## config.mk

```make
export PLATFORM = sky130hd
export DESIGN_NAME = telnet_rx_option_negotiator_unit
export DESIGN_NICKNAME = d
export VERILOG_FILES = /design/src/rtl/core/tnrx_pkg.sv /design/src/rtl/core/telnet_rx_option_negotiator_unit.sv
export SDC_FILE = /design/constraint.sdc
export NUM_CORES = 1
export LEC_CHECK = 0
export BUFFER_PORTS_ARGS = -buffer_cell sky130_fd_sc_hd__buf_2
export CAP_MARGIN = 20
export CORE_MARGIN = 3
export CORE_UTILIZATION = 60
export DETAILED_ROUTE_END_ITERATION = 6
export PLACE_DENSITY = 0.78
export SETUP_SLACK_MARGIN = 0.4
export SLEW_MARGIN = 15
export SYNTH_ARGS = -nofsm -noshare
export SYNTH_HDL_FRONTEND = slang
export SYNTH_SLANG_ARGS = --single-unit
export TNS_END_PERCENT = 50
```

## constraint.sdc

```tcl
create_clock -name clk -period 19.4 [get_ports clk]
set_input_delay 2.91 -clock clk [delete_from_list [all_inputs] [get_ports clk]]
set_output_delay 2.91 -clock clk [all_outputs]
set_load 0.02 [all_outputs]
```

## src/rtl/core/tnrx_pkg.sv

```systemverilog
// ---------------------------------------------------------------------------
// tnrx_pkg: telnet receive-side option negotiator definitions
// Protocol codes, parser phases and the reply job record.
// ---------------------------------------------------------------------------
package tnrx_pkg;

  localparam int TYPE_MAX_BYTES_DEF = 40;

  // Telnet command bytes
  localparam logic [7:0] T_IAC  = 8'd255;
  localparam logic [7:0] T_DONT = 8'd254;
  localparam logic [7:0] T_DO   = 8'd253;
  localparam logic [7:0] T_WONT = 8'd252;
  localparam logic [7:0] T_WILL = 8'd251;
  localparam logic [7:0] T_SB   = 8'd250;
  localparam logic [7:0] T_SE   = 8'd240;

  // Options
  localparam logic [7:0] OPTION_ECHO  = 8'd1;
  localparam logic [7:0] OPTION_SGA   = 8'd3;
  localparam logic [7:0] OPTION_TTYPE = 8'd24;
  localparam logic [7:0] OPTION_NAWS  = 8'd31;

  localparam logic [7:0] TTYPE_IS  = 8'd0;

  // Window size defaults when the register holds zero
  localparam logic [15:0] DEF_COLUMNS = 16'd80;
  localparam logic [15:0] DEF_ROWS    = 16'd24;

  // Configuration register indexes
  localparam logic [3:0] REG_COLUMNS   = 4'd0;
  localparam logic [3:0] REG_ROWS      = 4'd1;
  localparam logic [3:0] REG_TYPE_LEN  = 4'd2;
  localparam logic [3:0] REG_TYPE_BASE = 4'd3;

  localparam logic [63:0] TYPE_WORD0_RESET = 64'h0000_006D_7265_7478; // "xterm"
  localparam logic [5:0]  TYPE_LEN_RESET   = 6'd5;

  // Pending verb: received command minus WILL
  localparam logic [1:0] VERB_WILL = 2'd0;
  localparam logic [1:0] VERB_WONT = 2'd1;
  localparam logic [1:0] VERB_DO   = 2'd2;
  localparam logic [1:0] VERB_DONT = 2'd3;

  typedef enum logic [2:0] {
    PH_DATA,
    PH_IAC,
    PH_OPTION,
    PH_SBFIRST,
    PH_SBBODY,
    PH_SBIAC
  } phase_t;

  typedef enum logic [1:0] {
    JOB_DATA,   // one byte to the terminal
    JOB_REPLY,  // IAC verb option
    JOB_NAWS,   // IAC WILL NAWS, then the window size subnegotiation
    JOB_TYPE    // terminal type subnegotiation
  } job_kind_t;

  typedef struct packed {
    job_kind_t  kind;
    logic [7:0] verb;
    logic [7:0] opt;
  } job_t;

endpackage

```

## src/rtl/core/telnet_rx_option_negotiator_unit.sv

```systemverilog
// ---------------------------------------------------------------------------
// telnet_rx_option_negotiator_unit: telnet receive-side option negotiator
// Parses server bytes, forwards data and answers option requests.
// ---------------------------------------------------------------------------
// Usage:
//  - s_axis: one server byte per transfer in tdata[7:0].
//  - m_axis: one result byte per transfer. tdata[7:0] is the byte, tuser is
//    the destination (0 terminal, 1 reply to server), tlast marks the final
//    result caused by one input byte.
//  - cfg: register writes (index, 64-bit data); always ready. Write only
//    while the block is idle.
// Timing:
//  - Each accepted byte is parsed in the accept cycle; the parser state and
//    a reply job are registered. The job walker then emits one byte per
//    cycle, while the output register is free, into that register, so the first
//    result passes the job register and then the output register to m_axis.
//  - Plain data bytes sustain one transfer per cycle while m_axis does not stall.
//    A byte that causes a reply burst holds the input off until its last byte
//    is emitted: 3 bytes for a plain answer, 12 to 16 for DO NAWS, 6 plus the
//    type length for a terminal type reply. Bytes with no result do not hold it.
// Reset clears the parser, the agreed flag and the output valid flag and
// loads the register defaults (80 x 24, "xterm"); no clearing pass.
// A stall on m_axis holds the output register; the walker and then the
// input side stop behind it, nothing is dropped.
// ---------------------------------------------------------------------------
module telnet_rx_option_negotiator_unit #(
  parameter int TYPE_MAX_BYTES = tnrx_pkg::TYPE_MAX_BYTES_DEF
) (
  input  logic        clk,
  input  logic        rst,
  // input stream
  input  logic        s_axis_tvalid,
  output logic        s_axis_tready,
  input  logic [7:0]  s_axis_tdata,   // [7:0] rx_byte
  // output stream
  output logic        m_axis_tvalid,
  input  logic        m_axis_tready,
  output logic [7:0]  m_axis_tdata,   // [7:0] out_byte
  output logic        m_axis_tuser,   // [0] to_server
  output logic        m_axis_tlast,   // last_of_run
  // configuration writes
  input  logic        cfg_valid,
  output logic        cfg_ready,
  input  logic [3:0]  cfg_index,
  input  logic [63:0] cfg_data
);

  localparam int TypeWords = (TYPE_MAX_BYTES + 7) / 8;
  localparam int WordIdxW  = (TypeWords > 1) ? $clog2(TypeWords) : 1;
  localparam logic [5:0] TypeMax = 6'(TYPE_MAX_BYTES);

  // ---------------- configuration registers ----------------
  logic [15:0] window_columns;
  logic [15:0] window_rows;
  logic [5:0]  type_length;
  logic [63:0] type_word [TypeWords];

  logic        cfg_write;
  logic [3:0]  cfg_word;

  assign cfg_ready = 1'b1;
  assign cfg_write = cfg_valid & cfg_ready;
  assign cfg_word  = cfg_index - tnrx_pkg::REG_TYPE_BASE;

  always_ff @(posedge clk) begin
    if (rst) begin
      window_columns <= tnrx_pkg::DEF_COLUMNS;
      window_rows    <= tnrx_pkg::DEF_ROWS;
      type_length    <= tnrx_pkg::TYPE_LEN_RESET;
    end else if (cfg_write) begin
      if (cfg_index == tnrx_pkg::REG_COLUMNS) begin
        window_columns <= cfg_data[15:0];
      end
      if (cfg_index == tnrx_pkg::REG_ROWS) begin
        window_rows <= cfg_data[15:0];
      end
      if (cfg_index == tnrx_pkg::REG_TYPE_LEN) begin
        type_length <= cfg_data[5:0];
      end
    end
  end

  for (genvar w = 0; w < TypeWords; w++) begin : g_type
    always_ff @(posedge clk) begin
      if (rst) begin
        type_word[w] <= (w == 0) ? tnrx_pkg::TYPE_WORD0_RESET : 64'd0;
      end else if (cfg_write && cfg_index >= tnrx_pkg::REG_TYPE_BASE &&
                   cfg_word == 4'(w)) begin
        type_word[w] <= cfg_data;
      end
    end
  end

  // ---------------- parser ----------------
  tnrx_pkg::phase_t phase, phase_next;
  logic [1:0]       pending_verb, pending_verb_next;
  logic [7:0]       sub_option, sub_option_next;
  logic             ttype_agreed, ttype_agreed_next;

  tnrx_pkg::job_t   job, new_job;
  logic             job_valid, new_job_valid;
  logic [5:0]       idx, idx_next;

  logic             in_accept;
  logic             emit_fire;
  logic             job_last;
  logic [7:0]       rx;

  assign rx        = s_axis_tdata;
  assign in_accept = s_axis_tvalid & s_axis_tready;

  always_ff @(posedge clk) begin
    if (rst) begin
      phase        <= tnrx_pkg::PH_DATA;
      pending_verb <= '0;
      sub_option   <= '0;
      ttype_agreed <= 1'b0;
    end else if (in_accept) begin
      phase        <= phase_next;
      pending_verb <= pending_verb_next;
      sub_option   <= sub_option_next;
      ttype_agreed <= ttype_agreed_next;
    end
  end

  always_comb begin
    phase_next        = phase;
    pending_verb_next = pending_verb;
    sub_option_next   = sub_option;
    ttype_agreed_next = ttype_agreed;
    new_job_valid     = 1'b0;
    new_job.kind      = tnrx_pkg::JOB_DATA;
    new_job.verb      = tnrx_pkg::T_WILL;
    new_job.opt       = rx;
    unique case (phase)
      tnrx_pkg::PH_DATA: begin
        if (rx == tnrx_pkg::T_IAC) begin
          phase_next = tnrx_pkg::PH_IAC;
        end else begin
          new_job_valid = 1'b1;
        end
      end
      tnrx_pkg::PH_IAC: begin
        priority if (rx == tnrx_pkg::T_IAC) begin
          new_job_valid = 1'b1;          // literal 0xFF to the terminal
          phase_next    = tnrx_pkg::PH_DATA;
        end else if (rx >= tnrx_pkg::T_WILL) begin
          pending_verb_next = 2'(rx - tnrx_pkg::T_WILL);
          phase_next        = tnrx_pkg::PH_OPTION;
        end else if (rx == tnrx_pkg::T_SB) begin
          phase_next = tnrx_pkg::PH_SBFIRST;
        end else begin
          phase_next = tnrx_pkg::PH_DATA; // other commands dropped
        end
      end
      tnrx_pkg::PH_OPTION: begin
        new_job_valid = 1'b1;
        new_job.kind  = tnrx_pkg::JOB_REPLY;
        phase_next    = tnrx_pkg::PH_DATA;
        unique case (pending_verb)
          tnrx_pkg::VERB_DO: begin
            priority if (rx == tnrx_pkg::OPTION_SGA) begin
              new_job.verb = tnrx_pkg::T_WILL;
            end else if (rx == tnrx_pkg::OPTION_TTYPE) begin
              new_job.verb      = tnrx_pkg::T_WILL;
              ttype_agreed_next = 1'b1;
            end else if (rx == tnrx_pkg::OPTION_NAWS) begin
              new_job.verb = tnrx_pkg::T_WILL;
              new_job.kind = tnrx_pkg::JOB_NAWS;
            end else begin
              new_job.verb = tnrx_pkg::T_WONT;
            end
          end
          tnrx_pkg::VERB_WILL: begin
            new_job.verb = (rx == tnrx_pkg::OPTION_ECHO || rx == tnrx_pkg::OPTION_SGA) ?
                           tnrx_pkg::T_DO : tnrx_pkg::T_DONT;
          end
          tnrx_pkg::VERB_DONT: begin
            if (rx == tnrx_pkg::OPTION_TTYPE) begin
              ttype_agreed_next = 1'b0;
            end
            new_job.verb = tnrx_pkg::T_WONT;
          end
          tnrx_pkg::VERB_WONT: begin
            new_job.verb = tnrx_pkg::T_DONT;
          end
        endcase
      end
      tnrx_pkg::PH_SBFIRST: begin
        sub_option_next = rx;
        phase_next = (rx == tnrx_pkg::T_IAC) ? tnrx_pkg::PH_SBIAC : tnrx_pkg::PH_SBBODY;
      end
      tnrx_pkg::PH_SBBODY: begin
        if (rx == tnrx_pkg::T_IAC) begin
          phase_next = tnrx_pkg::PH_SBIAC;
        end
      end
      tnrx_pkg::PH_SBIAC: begin
        priority if (rx == tnrx_pkg::T_SE) begin
          phase_next = tnrx_pkg::PH_DATA;
          if (sub_option == tnrx_pkg::OPTION_TTYPE && ttype_agreed) begin
            new_job_valid = 1'b1;
            new_job.kind  = tnrx_pkg::JOB_TYPE;
          end
        end else if (rx != tnrx_pkg::T_IAC) begin
          phase_next = tnrx_pkg::PH_SBBODY;
        end
      end
      default: begin
        phase_next = tnrx_pkg::PH_DATA;
      end
    endcase
  end

  // ---------------- job walker ----------------
  logic [15:0] cols_eff, rows_eff;
  logic [5:0]  type_count;    // saturated type length
  logic [5:0]  type_last;     // index of the closing SE
  logic [5:0]  naws_k;        // position within the window value slots
  logic [5:0]  type_i;        // type byte number
  logic [7:0]  naws_val;
  logic [63:0] type_sel;
  logic [7:0]  type_byte;
  logic [7:0]  emit_byte;
  logic        emit_server;

  assign cols_eff   = (window_columns == 16'd0) ? tnrx_pkg::DEF_COLUMNS : window_columns;
  assign rows_eff   = (window_rows == 16'd0) ? tnrx_pkg::DEF_ROWS : window_rows;
  assign type_count = (type_length > TypeMax) ? TypeMax : type_length;
  assign type_last  = type_count + 6'd5;
  assign naws_k     = idx - 6'd6;
  assign type_i     = idx - 6'd4;
  assign type_sel   = type_word[WordIdxW'(type_i >> 3)];
  assign type_byte  = type_sel[{type_i[2:0], 3'b000} +: 8];

  always_comb begin
    unique case (naws_k[2:1])
      2'd0: naws_val = cols_eff[15:8];
      2'd1: naws_val = cols_eff[7:0];
      2'd2: naws_val = rows_eff[15:8];
      2'd3: naws_val = rows_eff[7:0];
    endcase
  end

  always_comb begin
    emit_byte   = tnrx_pkg::T_IAC;
    emit_server = 1'b1;
    job_last    = 1'b0;
    idx_next    = idx + 6'd1;
    unique case (job.kind)
      tnrx_pkg::JOB_DATA: begin
        emit_byte   = job.opt;
        emit_server = 1'b0;
        job_last    = 1'b1;
      end
      tnrx_pkg::JOB_REPLY: begin
        priority if (idx == 6'd0) emit_byte = tnrx_pkg::T_IAC;
        else if (idx == 6'd1)     emit_byte = job.verb;
        else                      emit_byte = job.opt;
        job_last = (idx == 6'd2);
      end
      tnrx_pkg::JOB_NAWS: begin
        priority if (idx == 6'd0) emit_byte = tnrx_pkg::T_IAC;
        else if (idx == 6'd1)     emit_byte = job.verb;
        else if (idx == 6'd2)     emit_byte = job.opt;
        else if (idx == 6'd3)     emit_byte = tnrx_pkg::T_IAC;
        else if (idx == 6'd4)     emit_byte = tnrx_pkg::T_SB;
        else if (idx == 6'd5)     emit_byte = tnrx_pkg::OPTION_NAWS;
        else if (idx == 6'd14)    emit_byte = tnrx_pkg::T_IAC;
        else if (idx == 6'd15) begin
          emit_byte = tnrx_pkg::T_SE;
          job_last  = 1'b1;
        end else if (!naws_k[0] && naws_val != tnrx_pkg::T_IAC) begin
          emit_byte = naws_val;     // no escape needed, skip the value slot
          idx_next  = idx + 6'd2;
        end else if (!naws_k[0]) begin
          emit_byte = tnrx_pkg::T_IAC;
        end else begin
          emit_byte = naws_val;
        end
      end
      tnrx_pkg::JOB_TYPE: begin
        priority if (idx == 6'd0)     emit_byte = tnrx_pkg::T_IAC;
        else if (idx == 6'd1)         emit_byte = tnrx_pkg::T_SB;
        else if (idx == 6'd2)         emit_byte = tnrx_pkg::OPTION_TTYPE;
        else if (idx == 6'd3)         emit_byte = tnrx_pkg::TTYPE_IS;
        else if (idx == type_last) begin
          emit_byte = tnrx_pkg::T_SE;
          job_last  = 1'b1;
        end else if (idx == type_last - 6'd1) begin
          emit_byte = tnrx_pkg::T_IAC;
        end else begin
          emit_byte = type_byte;
        end
      end
    endcase
  end

  assign emit_fire     = job_valid & (~m_axis_tvalid | m_axis_tready);
  assign s_axis_tready = ~job_valid | (emit_fire & job_last);

  always_ff @(posedge clk) begin
    if (rst) begin
      job_valid <= 1'b0;
      idx       <= '0;
    end else if (in_accept) begin
      job_valid <= new_job_valid;
      idx       <= '0;
    end else if (emit_fire) begin
      if (job_last) begin
        job_valid <= 1'b0;
      end else begin
        idx <= idx_next;
      end
    end
  end

  always_ff @(posedge clk) begin
    if (in_accept) begin
      job <= new_job;
    end
  end

  // ---------------- output register ----------------
  always_ff @(posedge clk) begin
    if (rst) begin
      m_axis_tvalid <= 1'b0;
    end else if (emit_fire) begin
      m_axis_tvalid <= 1'b1;
    end else if (m_axis_tready) begin
      m_axis_tvalid <= 1'b0;
    end
  end

  always_ff @(posedge clk) begin
    if (emit_fire) begin
      m_axis_tdata <= emit_byte;
      m_axis_tuser <= emit_server;
      m_axis_tlast <= job_last;
    end
  end

  // ---------------- assertions ----------------
  a_job_holds: assert property (@(posedge clk) disable iff (rst)
    (job_valid && !emit_fire) |=> (job_valid && $stable(idx)))
    else $error("job changed while stalled");

  a_job_done: assert property (@(posedge clk) disable iff (rst)
    (emit_fire && job_last && !in_accept) |=> !job_valid)
    else $error("job still pending after its last byte");

  a_naws_range: assert property (@(posedge clk) disable iff (rst)
    (job_valid && job.kind == tnrx_pkg::JOB_NAWS) |-> (idx <= 6'd15))
    else $error("window reply index out of range");

  a_term_single: assert property (@(posedge clk) disable iff (rst)
    (m_axis_tvalid && !m_axis_tuser) |-> m_axis_tlast)
    else $error("terminal byte not last of its run");

  a_agree_src: assert property (@(posedge clk) disable iff (rst)
    $rose(ttype_agreed) |-> $past(in_accept && phase == tnrx_pkg::PH_OPTION))
    else $error("type flag set outside option reply");

endmodule

```

; ---- Word-level counts from Yosys, hierarchy flattened
; Memory sizes are Yosys's and may differ from the RTL's.
; Index checks and enable logic that the tools add are counted.
[op_classes]
n_addsub = 8
magnitude_cmp = 3
eq_ne = 45
shift = 1
mux = 105
bitwise = 14
reduce_logical = 33
[ops]
columns = op, count
row1 = 2-to-1 mux 64 bit, 5
row2 = 2-to-1 mux 8 bit, 18
row3 = one-hot mux 8 bit (4 select lines), 3
row4 = 2-to-1 mux 6 bit, 11
row5 = indexed part select 64 x 7 -> 8 bit, 1
row6 = 2-to-1 mux 1 bit, 44
row7 = logical NOT 16 bit, 2
row8 = 2-to-1 mux 16 bit, 2
row9 = "equality test 8 x 5 -> 1 bit, second input constant", 3
row10 = "equality test 8 bit, second input constant", 3
row11 = 2-to-1 mux 3 bit, 7
row12 = 2-to-1 mux 2 bit, 10
row13 = "inequality test 8 bit, second input constant", 2
row14 = one-hot mux 3 bit (5 select lines), 1
row15 = "equality test 2 bit, second input constant", 6
row16 = "equality test 4 x 2 -> 1 bit, second input constant", 3
row17 = "equality test 6 x 2 -> 1 bit, second input constant", 2
row18 = "equality test 6 x 3 -> 1 bit, second input constant", 2
row19 = "equality test 6 x 4 -> 1 bit, second input constant", 2
row20 = equality test 6 bit, 2
row21 = AND reduction 2 bit, 6
row22 = "inequality test 2 bit, second input constant", 5
row23 = "equality test 4 x 1 -> 1 bit, second input constant", 2
row24 = "equality test 8 x 1 -> 1 bit, second input constant", 1
row25 = 36 further kinds, 66
[totals]
reg_bits = 88
mem_bits_rw = 320
inputBits = 81
output_inout_bits = 13
elab_cells = 226
memories = 1
[memory_table]
columns = memory, words, width, rd, rd_clocked_by_memory_dff, wr, line_no
row1 = type_word, 5, 64, 1, 0, 5, telnet_rx_option_negotiator_unit.sv:56  ; logic [63:0] type_word [TypeWords];

; ---- Longest topological paths before layout
[depth]
ltp_word = 15
mapped_depth = 15
ltp_nobuf = 12

; ---- Least setup slack after synthesis
; Ideal clock, no wire load.
[synth_timing]
kind = input port to flip-flop
startpoint = input cfg_index[3]
endpoint = memory type_word[1][0], enable pin
setup_ns = 0.582
arrival_ns = 7.939
required_ns = 18.818
setup_slack_ns = 10.879
stages = 2
path_buffers = 0
cell_sequence = nand3b_1 o31ai_1
[synth_rtl]
columns = element, line_no
row1 = start: declaration, telnet_rx_option_negotiator_unit.sv:44  ; input logic [3:0] cfg_index,
row2 = end: declaration, telnet_rx_option_negotiator_unit.sv:56

; ---- Worst setup path after layout
[layout_timing]
startpoint = register idx[0]
endpoint = output s_axis_tready
[layout_between]
elab_chain_len = 12
elab_cells_between_ends = 25
cone_classes = eq/ne (8) / mux (14) / bitwise (2) / reduce/logical (1)
[layout_rtl]
columns = element, line_no
row1 = start: declaration, telnet_rx_option_negotiator_unit.sv:102  ; logic [5:0] idx, idx_next;
row2 = start signal: assignment, telnet_rx_option_negotiator_unit.sv:313  ; idx <= idx_next;
row3 = equality test 6 x 4 -> 1 bit, telnet_rx_option_negotiator_unit.sv:270  ; else if (idx == 6'd15) begin
row4 = 2-to-1 mux 1 bit, telnet_rx_option_negotiator_unit.sv:270
row5 = 2-to-1 mux 1 bit, telnet_rx_option_negotiator_unit.sv:269  ; else if (idx == 6'd14) emit_byte = tnrx_pkg::T_IAC;
row6 = 2-to-1 mux 1 bit, telnet_rx_option_negotiator_unit.sv:268  ; else if (idx == 6'd5) emit_byte = tnrx_pkg::OPTION_NAWS;
row7 = 2-to-1 mux 1 bit, telnet_rx_option_negotiator_unit.sv:267  ; else if (idx == 6'd4) emit_byte = tnrx_pkg::T_SB;
row8 = 2-to-1 mux 1 bit, telnet_rx_option_negotiator_unit.sv:266  ; else if (idx == 6'd3) emit_byte = tnrx_pkg::T_IAC;
row9 = 2-to-1 mux 1 bit, telnet_rx_option_negotiator_unit.sv:265  ; else if (idx == 6'd2) emit_byte = job.opt;
row10 = 2-to-1 mux 1 bit, telnet_rx_option_negotiator_unit.sv:264  ; else if (idx == 6'd1) emit_byte = job.verb;
row11 = 2-to-1 mux 1 bit, telnet_rx_option_negotiator_unit.sv:263  ; priority if (idx == 6'd0) emit_byte = tnrx_pkg::T_IAC;
row12 = one-hot mux 1 bit (4 select lines) (*), telnet_rx_option_negotiator_unit.sv:250  ; unique case (job.kind)
row13 = AND 1 bit (*), telnet_rx_option_negotiator_unit.sv:300  ; assign s_axis_tready = ~job_valid | (emit_fire & job_last);
row14 = bitwise OR 1 bit (*), telnet_rx_option_negotiator_unit.sv:300
row15 = end: declaration, telnet_rx_option_negotiator_unit.sv:33  ; output logic s_axis_tready,
; Every way passes the cells marked *; elsewhere a longest branch is shown, timed or not.

==> summary.md <==
| Metric | Value |
|---|---|
| Mapped Cells | `1664` |
| Post-CTS setup buffers | `0` |
| CP Capture Type | `output port` |
| Total length of routed met3 wires | `4.89 mm` |
| Largest net degree at the start of global routing | `67` |
| CTS sink cnt | `403` |
| Highest routing layer actually used | `met5` |
| CP bufs+invs | `4` |
| Tcrit/Tclk final | `0.352` |
| CTS Hold Bufs | `0` |
| Post-synthesis async set-or-reset flop share | `0` |
| Final core occ | `0.682` |
| Tmin final | `6.83 ns` |
| Clock Latency Late Sink | `0.55 ns` |
| First-pass GRT wire length | `80.3 mm` |
| Reg area | `0.0115 mm^2` |
| Met2 routed WL | `25.0 mm` |
| RSZ-0062 raised after global routing | `false` |
| CP startpoint kind | `register` |
| Share of layout cells above drive strength 1 | `0.153` |
| Synth-to-layout area growth | `10.4%` |
| Warnings, synthesis | `0` |
| Data arrival, critical path | `3.92 ns` |
| HPWL after DPL | `32.5 mm` |
| Setup tns final | `0 ns` |
| Drt drc | `0` |
| 1st-iter DRT viols | `approximately 1600` |
| Syn Area/Cell | `approximately 12 um^2` |
| Synth area leaders | `edfxtp_1, and2_1, dfxtp_1, mux4_2, nand2_1` |
| Count of maximum capacitance violations | `0` |
| Crit-path cells | `buf_4 > clkinv_1 > buf_4 > ha_1 > nor4_1 > or4_1 > and2_1 > a21oi_2 > o21a_1 > o21ai_0 > buf_2` |
| Syn Nets | `1762` |
| Die area | `0.0351 mm^2` |
| CTS Buf Count | `42` |
| Maximum vdd drop | `roughly 74 uV` |
| TritonCTS clock tree | `done` |
| Global Route Usage Sum | `0.295` |
| Most frequent CP cell | `buf_4` |
| Final wirelength | `52.2 mm` |
| Wire length per cell | `about 24 um` |
| WL met1 | `20.6 mm` |
| Area of the multi-input gates | `0.00771 mm^2` |
| # diodes | `0` |
| Post-synth top area share | `0.522` |
| Core outline area | `0.0320 mm^2` |
| Clock skew | `approximately 0.023 ns` |
| Top FF cell, synth | `edfxtp_1` |
| Slew headroom | `0.269` |
| Status | `completed` |
| Count leader, synth | `edfxtp_1` |
| FP Rows | `65` |
| Setup-failing EPs final | `0` |
| Grt total ovfl | `0` |
| Initial DRT Pass Iterations | `5` |
| Nets | `1810` |
| Antenna violations before repair | `1` |
| Highest net fanout along the worst path | `20` |
| H-Tree Depth | `2` |
| Fmax | `146 MHz` |
| Worst stage delay on the critical path | `roughly 0.58 ns` |
| Vias per Instance | `6.40` |
| Synth cell types | `91` |
| Yosys top cell by area | `edfxtp_1` |
| Fin. max-slew vios | `0` |
| Post-Syn Area | `0.0197 mm^2` |
| Die width | `187 um` |
| Worst min path class | `reg -> reg` |
| Number of synthesized flops with an enable pin | `343` |
| Final GP Congestion | `0.910` |
| Fillers | `2314` |
| Post-CTS sizing | `0` |
| P_leak | `7.66 nW` |
| Fin. Hold Viols | `0` |
| DIE HEIGHT | `187 um` |
| Clock Pin Slew Worst Setup and Hold Paths | `approximately 0.060 ns` |
| CP max-delay cell | `clkinv_1` |
| IO Count | `94` |
| Kind of critical path | `reg -> out` |
| Starting Density | `0.618` |
| CP required | `16.49 ns` |
| CTS root buffer | `clkbuf_16` |
| PD cells | `85.7 mW/mm^2` |
| Number of global-route vias before repair | `13800` |
| Register bit count reported by yosys | `403` |
| Worst path top cell family by delay | `buffers and inverters` |
| Dpl cells | `roughly 2100` |
| Final Non-Filler Cells | `2178` |
| Leading cell types by count after synthesis | `edfxtp_1, and2_1, nand2_1, a21oi_1, clkbuf_1` |
| Clk buf depth | `3` |
| Port Buffers | `92` |
| Register area share after synthesis | `0.582` |
| Post-DRT Antenna Nets | `0` |
| Worst slew pin tran | `1.10 ns` |
| Vias | `13900` |
-- logic make-up after synthesis --
family / after synthesis / synth area share
flops: 403 / 0.582
other cells: 1 / 0.000190
mux: 75 / 0.0720
fa+ha+maj: 17 / 0.0108
xor+xnor: 14 / 0.00621
simple gates: 757 / 0.206
compound gates: 263 / 0.0889
buf+inv: 134 / 0.0336
-- metal layers --
metal | global-route usage | vias up
li1 | - | 6193
met1 | 0.405 | 6886
met2 | 0.479 | 732
met3 | 0.0536 | 117
met4 | 0.106 | 2
met5 | 0 | -
-- layout make-up --
class	count	area share
Inverter	20	0.00345
Tap cell	435	0.0250
Sequential cell	403	0.528
Timing Repair Buffer	118	0.0310
Multi-Input combinational cell	1127	0.354
Clock buffer	51	0.0512
Clock inverter	24	0.00752
-- state kept, by name, indices dropped and copies added, names as in the netlist --
signal	cells
window_rows	16
job	13
sub_option	8
m_axis_tuser	1
type_length	6
type_word	320
pending_verb	2
idx	6
m_axis_tdata	8
phase	3
m_axis_tvalid	1
m_axis_tlast	1
job_valid	1
window_columns	16
ttype_agreed	1
-- placed cells by master, fill, tap and decap left out, drive strengths merged, types with 17 or more instances in the layout --
master,synthesis,final
dfxtp,60,60
mux2i,19,19
clkinv,1,21
nor3,19,19
o21ai,46,46
mux4,53,53
and2,307,307
nand3,59,59
a21oi,97,97
buf,40,118
inv,19,20
nand4,20,20
nor2,56,56
or3,27,27
nand2,204,204
nor4,17,17
ha,17,17
clkbuf,74,51
edfxtp,343,343
-- where the power goes --
| part | total [W] | switching [W] | internal [W] |
|---|---|---|---|
| sequential | 0.00100 | 0.0000159 | 0.000985 |
| combinational | 0.000111 | 0.0000751 | 0.0000358 |
| clock | 0.000754 | 0.000331 | 0.000424 |
| total | 0.00187 | 0.000422 | 0.00144 |
-- final timing paths --
check | depth (start not counted) | start | slack (ns) | to
min reg2reg | 2 | sub_option[2]$_SDFFE_PP0P_ | 0.48 | sub_option[2]$_SDFFE_PP0P_
min | 2 | sub_option[2]$_SDFFE_PP0P_ | 0.48 | sub_option[2]$_SDFFE_PP0P_
max | 11 | idx[0]$_SDFFE_PP0P_ | 12.57 | s_axis_tready
max reg2reg | 12 | idx[2]$_SDFFE_PP0P_ | 14.53 | m_axis_tdata[0]$_DFFE_PP_
-- stage by stage --
step,cell area (um^2),setup WS [ns],hold slack [ns],total power (W)
finish,21800,12.57,0.477,0.00187
global route,21800,12.32,0.498,0.00192
CTS,21800,12.55,0.480,0.00187
detailed placement,20500,12.96,0.471,0.00113
global placement,20500,12.99,0.459,0.00112
floorplan,19700,10.88,0.446,0.00108
-- tightest hold or removal path: stages (launching register included) --
cell and delay (ns):
dfxtp_1 0.30, o21ai_0 0.06, a21oi_1 0.06
(Power assumes the default switching activity.)
